**config.mk**
```make
export PLATFORM = sky130hd
export DESIGN_NAME = triangle_barycentric_grid_points
export DESIGN_NICKNAME = d
export VERILOG_FILES = /design/src/design/tbgp_pkg.sv /design/src/design/triangle_barycentric_grid_points.sv /design/src/design/tbgp_blend.sv
export VERILOG_INCLUDE_DIRS = /design/src /design/src/design
export SDC_FILE = /design/constraint.sdc
export NUM_CORES = 2
export LEC_CHECK = 0
export ABC_CLOCK_PERIOD_IN_PS = 44200
export BUFFER_PORTS_ARGS = -buffer_cell sky130_fd_sc_hd__buf_2
export CAP_MARGIN = 20
export CORE_ASPECT_RATIO = 1.4
export CORE_MARGIN = 1
export CORE_UTILIZATION = 45
export DETAILED_ROUTE_END_ITERATION = 7
export HOLD_SLACK_MARGIN = 0.06
export PLACE_DENSITY = 0.72
export SETUP_SLACK_MARGIN = 0.02
export SLEW_MARGIN = 40
export SYNTH_ARGS = -nofsm -noshare
export SYNTH_HDL_FRONTEND = slang
export SYNTH_SLANG_ARGS = --single-unit
```
**constraint.sdc**
```tcl
create_clock -name i_clk -period 44.2 [get_ports i_clk]
set_clock_uncertainty 0.1 [all_clocks]
set_input_delay 8.84 -clock i_clk [delete_from_list [all_inputs] [get_ports i_clk]]
set_output_delay 8.84 -clock i_clk [all_outputs]
set_load 0.005 [all_outputs]
```
**src/design/assert_macros.svh**
```systemverilog
// Assertion macros shared by the grid point sampler.
`ifndef ASSERT_MACROS_SVH
`define ASSERT_MACROS_SVH

// Same-cycle implication, checked on i_clk and disabled during reset.
`define TBGP_ASSERT_IMP(lbl, ante, cons, msg) \
    lbl: assert property (@(posedge i_clk) disable iff (!i_rst_n) (ante) |-> (cons)) \
        else $error(msg);

// Next-cycle implication, checked on i_clk and disabled during reset.
`define TBGP_ASSERT_NXT(lbl, ante, cons, msg) \
    lbl: assert property (@(posedge i_clk) disable iff (!i_rst_n) (ante) |=> (cons)) \
        else $error(msg);

`endif

```
**src/design/tbgp_pkg.sv**
```systemverilog
// Shared constants and types of the barycentric grid point sampler.
package tbgp_pkg;

    // Coordinate and grid index widths.
    localparam int COORD_W = 32;
    localparam int IDX_W   = 4;

    // Default number of grid divisions per triangle edge.
    localparam int GRID_DIVISIONS_DEF = 8;

    // Most points emitted for one triangle, and the width of their count.
    localparam int MAX_POINTS = 42;
    localparam int CNT_W      = $clog2(MAX_POINTS);

    // Register stages between point issue and the output register, inclusive.
    localparam int PIPE_DEPTH = 6;

    // Barycentric weights of one grid point, in units of 1/N.
    typedef struct packed {
        logic [IDX_W-1:0] wa;
        logic [IDX_W-1:0] wi;
        logic [IDX_W-1:0] wj;
    } t_step;

    // Side information that travels with a point through the pipeline.
    typedef struct packed {
        logic [IDX_W-1:0] i;
        logic [IDX_W-1:0] j;
        logic             last;
    } t_meta;

endpackage

```
**src/design/triangle_barycentric_grid_points.sv**
```systemverilog
// Top level of the barycentric grid point sampler: point sequencer and pipeline control.
//
//  Channel  Dir  Handshake             Payload
//  s        in   i_s_tvalid/o_s_tready  i_s_tdata: one triangle, three vertices
//  m        out  o_m_tvalid/i_m_tready  o_m_tdata: one grid point, o_m_tlast ends run
//
// One triangle yields (N+1)(N+2)/2-3 points, capped at 42, one point per cycle while
// the output is not stalled; the point sequencer sets this rate.
// A point is registered in each blend stage, the last of which is the output register.
// The next triangle is taken while the last point of the current one is issued,
// or at any time while the sequencer is idle, also during an output stall.
// An output stall freezes the whole pipeline; reset clears only valid and busy bits.
`include "assert_macros.svh"

module triangle_barycentric_grid_points #(
    parameter int GRID_DIVISIONS = tbgp_pkg::GRID_DIVISIONS_DEF
) (
    input  logic         i_clk,
    input  logic         i_rst_n,
    input  logic         i_s_tvalid,
    output logic         o_s_tready,
    // first_x, first_y, first_z, second_x, second_y, second_z, third_x, third_y, third_z
    input  logic [287:0] i_s_tdata,
    output logic         o_m_tvalid,
    input  logic         i_m_tready,
    // point_x, point_y, point_z, step_along_second, step_along_third
    output logic [103:0] o_m_tdata,
    output logic         o_m_tlast
);

    localparam int CW    = tbgp_pkg::COORD_W;
    localparam int IW    = tbgp_pkg::IDX_W;
    localparam int CNTW  = tbgp_pkg::CNT_W;
    localparam int DEPTH = tbgp_pkg::PIPE_DEPTH;
    localparam logic [IW-1:0]   N_IDX    = IW'(GRID_DIVISIONS);
    localparam logic [CNTW-1:0] CNT_LAST = CNTW'(tbgp_pkg::MAX_POINTS - 1);

    // Pipeline advance: everything moves unless the output holds an untaken point.
    logic w_adv;
    logic w_s_acc;
    logic w_issue;
    logic w_is_last;

    // Sequencer state: current triangle and the grid point about to be issued.
    logic                 r_busy;
    logic [IW-1:0]        r_i;
    logic [IW-1:0]        r_j;
    logic [CNTW-1:0]      r_cnt;
    logic signed [CW-1:0] r_vtx [9];
    logic [IW-1:0]        n_i;
    logic [IW-1:0]        n_j;

    assign w_adv     = !o_m_tvalid || i_m_tready;
    assign w_issue   = r_busy && w_adv;
    assign w_is_last = (r_i == N_IDX - IW'(1) && r_j == IW'(1)) || (r_cnt == CNT_LAST);
    assign o_s_tready = !r_busy || (w_adv && w_is_last);
    assign w_s_acc   = i_s_tvalid && o_s_tready;

    // Next grid point in loop order, stepping over the corners.
    always_comb begin
        priority if (r_i == '0 && r_j == N_IDX - IW'(1)) begin
            n_i = IW'(1);
            n_j = '0;
        end else if (r_j == N_IDX - r_i) begin
            n_i = r_i + IW'(1);
            n_j = '0;
        end else begin
            n_i = r_i;
            n_j = r_j + IW'(1);
        end
    end

    // Sequencer control; a new transaction takes over from the last issued point.
    always_ff @(posedge i_clk) begin
        if (!i_rst_n) begin
            r_busy <= 1'b0;
        end else begin
            if (w_s_acc) begin
                r_busy <= 1'b1;
                r_i    <= '0;
                r_j    <= IW'(1);
                r_cnt  <= '0;
            end else if (w_issue) begin
                r_i   <= n_i;
                r_j   <= n_j;
                r_cnt <= r_cnt + CNTW'(1);
                if (w_is_last) begin
                    r_busy <= 1'b0;
                end
            end
        end
    end

    // Vertex registers, loaded on each accepted transaction.
    always_ff @(posedge i_clk) begin
        if (w_s_acc) begin
            for (int k = 0; k < 9; k++) begin
                r_vtx[k] <= i_s_tdata[k*CW +: CW];
            end
        end
    end

    // Weights of the issued point.
    tbgp_pkg::t_step w_step;

    assign w_step.wa = N_IDX - r_i - r_j;
    assign w_step.wi = r_i;
    assign w_step.wj = r_j;

    // Valid bits and grid indices travel alongside the arithmetic stages.
    logic            r_vld  [DEPTH];
    tbgp_pkg::t_meta r_meta [DEPTH];

    always_ff @(posedge i_clk) begin
        if (!i_rst_n) begin
            for (int k = 0; k < DEPTH; k++) begin
                r_vld[k] <= 1'b0;
            end
        end else if (w_adv) begin
            r_vld[0] <= w_issue;
            for (int k = 1; k < DEPTH; k++) begin
                r_vld[k] <= r_vld[k-1];
            end
        end
    end

    always_ff @(posedge i_clk) begin
        if (w_adv) begin
            r_meta[0].i    <= r_i;
            r_meta[0].j    <= r_j;
            r_meta[0].last <= w_is_last;
            for (int k = 1; k < DEPTH; k++) begin
                r_meta[k] <= r_meta[k-1];
            end
        end
    end

    // One blend pipeline per coordinate.
    logic [CW-1:0] w_pt [3];

    for (genvar c = 0; c < 3; c++) begin : g_coord
        tbgp_blend #(
            .GRID_DIVISIONS(GRID_DIVISIONS)
        ) u_blend (
            .i_clk  (i_clk),
            .i_en   (w_adv),
            .i_a    (r_vtx[c]),
            .i_b    (r_vtx[3 + c]),
            .i_c    (r_vtx[6 + c]),
            .i_step (w_step),
            .o_point(w_pt[c])
        );
    end

    // Output channel.
    assign o_m_tvalid = r_vld[DEPTH-1];
    assign o_m_tlast  = r_meta[DEPTH-1].last;
    assign o_m_tdata  = {r_meta[DEPTH-1].j, r_meta[DEPTH-1].i, w_pt[2], w_pt[1], w_pt[0]};

    // A new triangle always starts at the first point after the origin corner.
    `TBGP_ASSERT_NXT(a_start_point, w_s_acc,
        r_busy && r_i == '0 && r_j == IW'(1) && r_cnt == '0,
        "sequencer did not restart at the first grid point")

    // The issued point lies on the grid and is never a corner.
    `TBGP_ASSERT_IMP(a_point_on_grid, r_busy,
        ((IW+1)'(r_i) + (IW+1)'(r_j) <= (IW+1)'(N_IDX)) &&
        !(r_i == '0 && r_j == '0) && !(r_i == '0 && r_j == N_IDX) &&
        !(r_i == N_IDX && r_j == '0),
        "issued grid point is off the grid or a corner")

    // The point count never passes the per-triangle limit.
    `TBGP_ASSERT_IMP(a_count_bound, r_busy, r_cnt <= CNT_LAST,
        "point count exceeded the per-triangle limit")

endmodule

```
**src/design/tbgp_blend.sv**
```systemverilog
// Pipelined weighted blend of one coordinate, divided by N with rounding and saturation.
module tbgp_blend #(
    parameter int GRID_DIVISIONS = tbgp_pkg::GRID_DIVISIONS_DEF
) (
    input  logic                               i_clk,
    input  logic                               i_en,
    input  logic signed [tbgp_pkg::COORD_W-1:0] i_a,
    input  logic signed [tbgp_pkg::COORD_W-1:0] i_b,
    input  logic signed [tbgp_pkg::COORD_W-1:0] i_c,
    input  tbgp_pkg::t_step                    i_step,
    output logic        [tbgp_pkg::COORD_W-1:0] o_point
);

    localparam int CW     = tbgp_pkg::COORD_W;
    localparam int PROD_W = CW + tbgp_pkg::IDX_W + 1;
    localparam int SUMX_W = PROD_W + 2;
    // Rounded magnitude stays below 2^MAG_W, which is also the reciprocal scale.
    localparam int MAG_W  = CW + $clog2(GRID_DIVISIONS);
    localparam int LO_W   = MAG_W / 2;
    localparam int HI_W   = MAG_W - LO_W;
    localparam int PH_W   = HI_W + MAG_W;
    localparam int PL_W   = LO_W + MAG_W;
    localparam int TOT_W  = 2 * MAG_W + 1;

    localparam logic [MAG_W-1:0] RECIP =
        MAG_W'((64'd1 << MAG_W) / 64'(GRID_DIVISIONS));
    localparam logic [MAG_W-1:0] NDIV    = MAG_W'(GRID_DIVISIONS);
    localparam logic [MAG_W-1:0] HALF    = MAG_W'(GRID_DIVISIONS / 2);
    localparam logic [MAG_W-1:0] POS_MAX = (MAG_W'(1) << (CW - 1)) - MAG_W'(1);
    localparam logic [MAG_W-1:0] NEG_MAX = MAG_W'(1) << (CW - 1);

    // Stage 1: the three weighted products.
    logic signed [PROD_W-1:0] w_pa, w_pb, w_pc;
    logic signed [PROD_W-1:0] r_pa, r_pb, r_pc;

    assign w_pa = PROD_W'($signed({1'b0, i_step.wa})) * PROD_W'(i_a);
    assign w_pb = PROD_W'($signed({1'b0, i_step.wi})) * PROD_W'(i_b);
    assign w_pc = PROD_W'($signed({1'b0, i_step.wj})) * PROD_W'(i_c);

    always_ff @(posedge i_clk) begin
        if (i_en) begin
            r_pa <= w_pa;
            r_pb <= w_pb;
            r_pc <= w_pc;
        end
    end

    // Stage 2: signed sum, then magnitude plus half a divisor for rounding.
    logic signed [SUMX_W-1:0] w_sum;
    logic        [SUMX_W-1:0] w_abs;
    logic                     w_neg;
    logic        [MAG_W-1:0]  r_x2;
    logic                     r_neg2;

    assign w_sum = SUMX_W'(r_pa) + SUMX_W'(r_pb) + SUMX_W'(r_pc);
    assign w_neg = w_sum[SUMX_W-1];
    assign w_abs = w_neg ? SUMX_W'(-w_sum) : SUMX_W'(w_sum);

    always_ff @(posedge i_clk) begin
        if (i_en) begin
            r_x2   <= MAG_W'(w_abs) + HALF;
            r_neg2 <= w_neg;
        end
    end

    // Stage 3: reciprocal multiply, split into two partial products.
    logic [HI_W-1:0]  w_xh;
    logic [LO_W-1:0]  w_xl;
    logic [PH_W-1:0]  r_ph;
    logic [PL_W-1:0]  r_pl;
    logic [MAG_W-1:0] r_x3;
    logic             r_neg3;

    assign w_xh = r_x2[MAG_W-1:LO_W];
    assign w_xl = r_x2[LO_W-1:0];

    always_ff @(posedge i_clk) begin
        if (i_en) begin
            r_ph   <= PH_W'(w_xh) * PH_W'(RECIP);
            r_pl   <= PL_W'(w_xl) * PL_W'(RECIP);
            r_x3   <= r_x2;
            r_neg3 <= r_neg2;
        end
    end

    // Stage 4: combine the partial products into a quotient estimate.
    // The estimate is the true quotient or one below it.
    logic [TOT_W-1:0] w_tot;
    logic [MAG_W-1:0] r_q4;
    logic [MAG_W-1:0] r_x4;
    logic             r_neg4;

    assign w_tot = (TOT_W'(r_ph) << LO_W) + TOT_W'(r_pl);

    always_ff @(posedge i_clk) begin
        if (i_en) begin
            r_q4   <= w_tot[MAG_W +: MAG_W];
            r_x4   <= r_x3;
            r_neg4 <= r_neg3;
        end
    end

    // Stage 5: correct the estimate by one where the remainder reaches N.
    logic [MAG_W-1:0] w_qn;
    logic [MAG_W-1:0] w_rem;
    logic [MAG_W-1:0] r_q5;
    logic             r_neg5;

    assign w_qn  = r_q4 * NDIV;
    assign w_rem = r_x4 - w_qn;

    always_ff @(posedge i_clk) begin
        if (i_en) begin
            r_q5   <= (w_rem >= NDIV) ? r_q4 + MAG_W'(1) : r_q4;
            r_neg5 <= r_neg4;
        end
    end

    // Stage 6: restore the sign and clamp to the 32-bit range.
    logic [CW-1:0] w_res;
    logic [CW-1:0] r_point;

    always_comb begin
        if (r_neg5) begin
            w_res = (r_q5 > NEG_MAX) ? NEG_MAX[CW-1:0] : CW'(-r_q5[CW-1:0]);
        end else begin
            w_res = (r_q5 > POS_MAX) ? POS_MAX[CW-1:0] : r_q5[CW-1:0];
        end
    end

    always_ff @(posedge i_clk) begin
        if (i_en) begin
            r_point <= w_res;
        end
    end

    assign o_point = r_point;

endmodule
```
==> impl_results.md <==
* Final worst slack at about 25000 ps
* Final cycle utilization of the critical path at 42.57%
* Nets at roughly 11k
* CP peak stage delay at approximately 500 ps
* Mux cell area share after synthesis at less than 1%
* Min-Delay Path Class: register to register
* Required @ worst endpoint at approximately 35000 ps
* 1st-iter DRT viols at roughly 3.7k
* Post-CTS Setup Bufs at 0
* Most frequent cells in the layout: inv_1 (1359), edfxtp_1 (1182), and2_1 (800), ha_1 (776), fa_1 (699)
* Synth Cell Area at 93570 um2
* Seq/Total Area, Yosys at a little under two fifths
* Worst-margin pin slew at roughly 860 ps
* Yosys cell types at 99
* H-tree depth at 3
* # resized after CTS at 0
* Die height at 541.5 um
* Setup TNS Final at 0 ps
* Delay-heaviest family, CP: simple AND/OR/NAND/NOR gates
* Clk buf depth at 3
* Prevailing post-synth register cell: edfxtp_1
* Die area at between 200000 and 250000 um2
* Slew Viols, Final at 0
* All-Layer GR Usage at around 21%
* Layout Area Growth over Synthesis at 10.03%
* Hold-fix buffers, CTS at 0
* Detailed Route WL at around 220000 um
* Die W at approximately 390 um
* Buf+Inv Stages, Crit Path at 2
* IO Count at around 400
* FF-to-FF Start: r_i[0]
* Detailed-route vias per instance at 5.339
* # rows at between 150 and 200
* Post-synthesis cell count at about 8.9k
* Max Clk Rate at around 53 MHz
* Clk_lat worst skew at between 700 and 800 ps
* Final hold vios at 0
* Largest net degree at the start of global routing at around 180
* Fin util at about half
* Simple-Gate Fraction of Synth Area at between 10% and 20%
* CP max FO at 9
* Global-route wire length before repair at between 300000 and 400000 um
* Post-DR wirelength/cell at 18.08 um
* Buffers on Ports at ~400
* # clock sinks at approximately 1.2k
* Worst slack, placed at ~25000 ps
* Synthesis Warnings at 0
* WP data arrival at 9870 ps
* Status: finished clean
* Layout cell share with drive strength beyond 1 at around 8%
* Clk Tree Root Cell: clkbuf_16
* Tmin final at 18810 ps
* Crit-path cells: buf_2 -> nor2b_2 -> o21ai_0 -> buf_2
* Initial antenna violation count at 10
* Gp weighted congestion at between 0.9 and 1
* RSZ-0062 raised after global routing: false
* Synth Area in Compound Gates at 9.958%
* Mapped Nets at approximately 11k
* Register Area at roughly 36000 um2
* Largest family of logic cells by synthesized area: adder cells
* Asr flop ratio synth at 0%
* Slowest CP cell: nor2b_2
* Starting Density at around 45%
* Relative slew margins at a little over two fifths
* Multi-input gate area at around 52000 um2
* Core area at around 200000 um2
* Vias in the first global route at 64.94k
* Most common cell type on the critical path: buf_2
* Synth Register Bits at ~1.2k
* Crit. End Element: output port
* Commonest non-fill, non-tap cell in the layout: inv_1
* CTS tree: yes
* DRT Pass-1 Iters at 6
* Adder-Cell Fraction of Synth Area at 25.38%
* Clock-pin slew of the registers on the worst-case setup and hold paths at roughly 70 ps
* Min-delay src: g_coord[0].u_blend.r_x2[3]
* Synth Area in XOR/XNOR at around 4.9%
* Max Cap Violations at 0
* Worst setup path startpoint: i_m_tready
* ANT nets after route at 0
* Via count at ~64k
* Fill cell count at roughly 18k
* Number of synthesized flops with an enable pin at 1182
* Crit start category: input port
* Drc violations at 0
* Finish-stage setup viols at 0
* Kind of critical path: input port to output port
* GRT overflow at 0
* Dpl hpwl at about 170000 um
* Total CTS buffers at between 100 and 150
* Mean Syn Cell Area at around 11 um2
final timing paths:
path                                                    end  slack [ps]  cells after the start
worst max-delay path                             o_s_tready       25390                      4
worst min-delay path             g_coord[0].u_blend.r_x3[3]         290                      0
worst max register to register  g_coord[0].u_blend.r_pa[36]       35480                     29
worst min register to register   g_coord[0].u_blend.r_x3[3]         290                      0
cell usage after synthesis (all sizes together), types with 62 or more instances:
master     n  share of area, %
inv     1361               5.5
edfxtp  1182                38
and2     803               5.4
ha       777                10
fa       700                15
nand2    564               2.3
a21oi    396               2.1
xnor2    386               3.6
nor2     357               1.4
o21ai    253               1.4
clkbuf   212              0.85
a21o     176               1.4
nor2b    155               1.0
nor3     140              0.75
xor2     135               1.3
nand2b   133              0.89
nand3    133              0.71
or3      100              0.67
o21bai    77              0.62
o311ai    77              0.72
o21a      62              0.50
final cells by class:
cell class	instances	area share (%)
tap	2686	3.265
timing repair buffer	450	2.409
multi-input combinational	6085	50.72
clock inverter	96	1.020
sequential	1188	34.60
clock buffer	130	2.995
antenna	7	0.01702
inverter	1362	4.978
flip-flops by register name, indices dropped and copies added (netlist names), 4 cells and up:
name,count
r_vtx,288
g_coord.u_blend.r_pa,111
g_coord.u_blend.r_pb,111
g_coord.u_blend.r_pc,111
g_coord.u_blend.o_point,96
g_coord.u_blend.r_q5,96
g_coord.u_blend.r_x2,96
g_coord.u_blend.r_x3,96
g_coord.u_blend.r_x4,96
r_meta,54
r_cnt,6
r_vld,6
r_i,4
r_j,4
metal layers:
metal / wire (um) / up-vias / global-route usage (%)
met5: 8 / - / 0
met1: 92110 / 31480 / 26.09
met2: 106200 / 1490 / 36.07
li1: - / 30770 / -
met3: 10030 / 344 / 2.267
met4: 8635 / 2 / 7.777
cells by family (layout without fill, tap and decap cells):
family / count (synthesis) / in the layout
buffers and inverters: 1586 / 2038
AOI/OAI and AO/OA: 1415 / 1415
DFF: 1188 / 1188
other: 0 / 7
muxes: 15 / 15
adders and majority gates: 1478 / 1478
xor gates and xnor gates: 521 / 521
and+or+nand+nor: 2656 / 2656
per-stage QoR:
stage / std cells / instance area [um2] / hold slack (ps)
floorplan: 8859 / 93570 / 300.3
global placement: 11770 / 98530 / 300.0
detailed placement: 11770 / 98680 / 304.5
CTS: 12000 / 102800 / 305.7
finish: 12000 / 102900 / 292.6
global route: 12000 / 102900 / 319.5
Power is left out: the tool's default activity adds up to more than one toggle a clock period on the data nets, which glitch-free logic cannot reach.
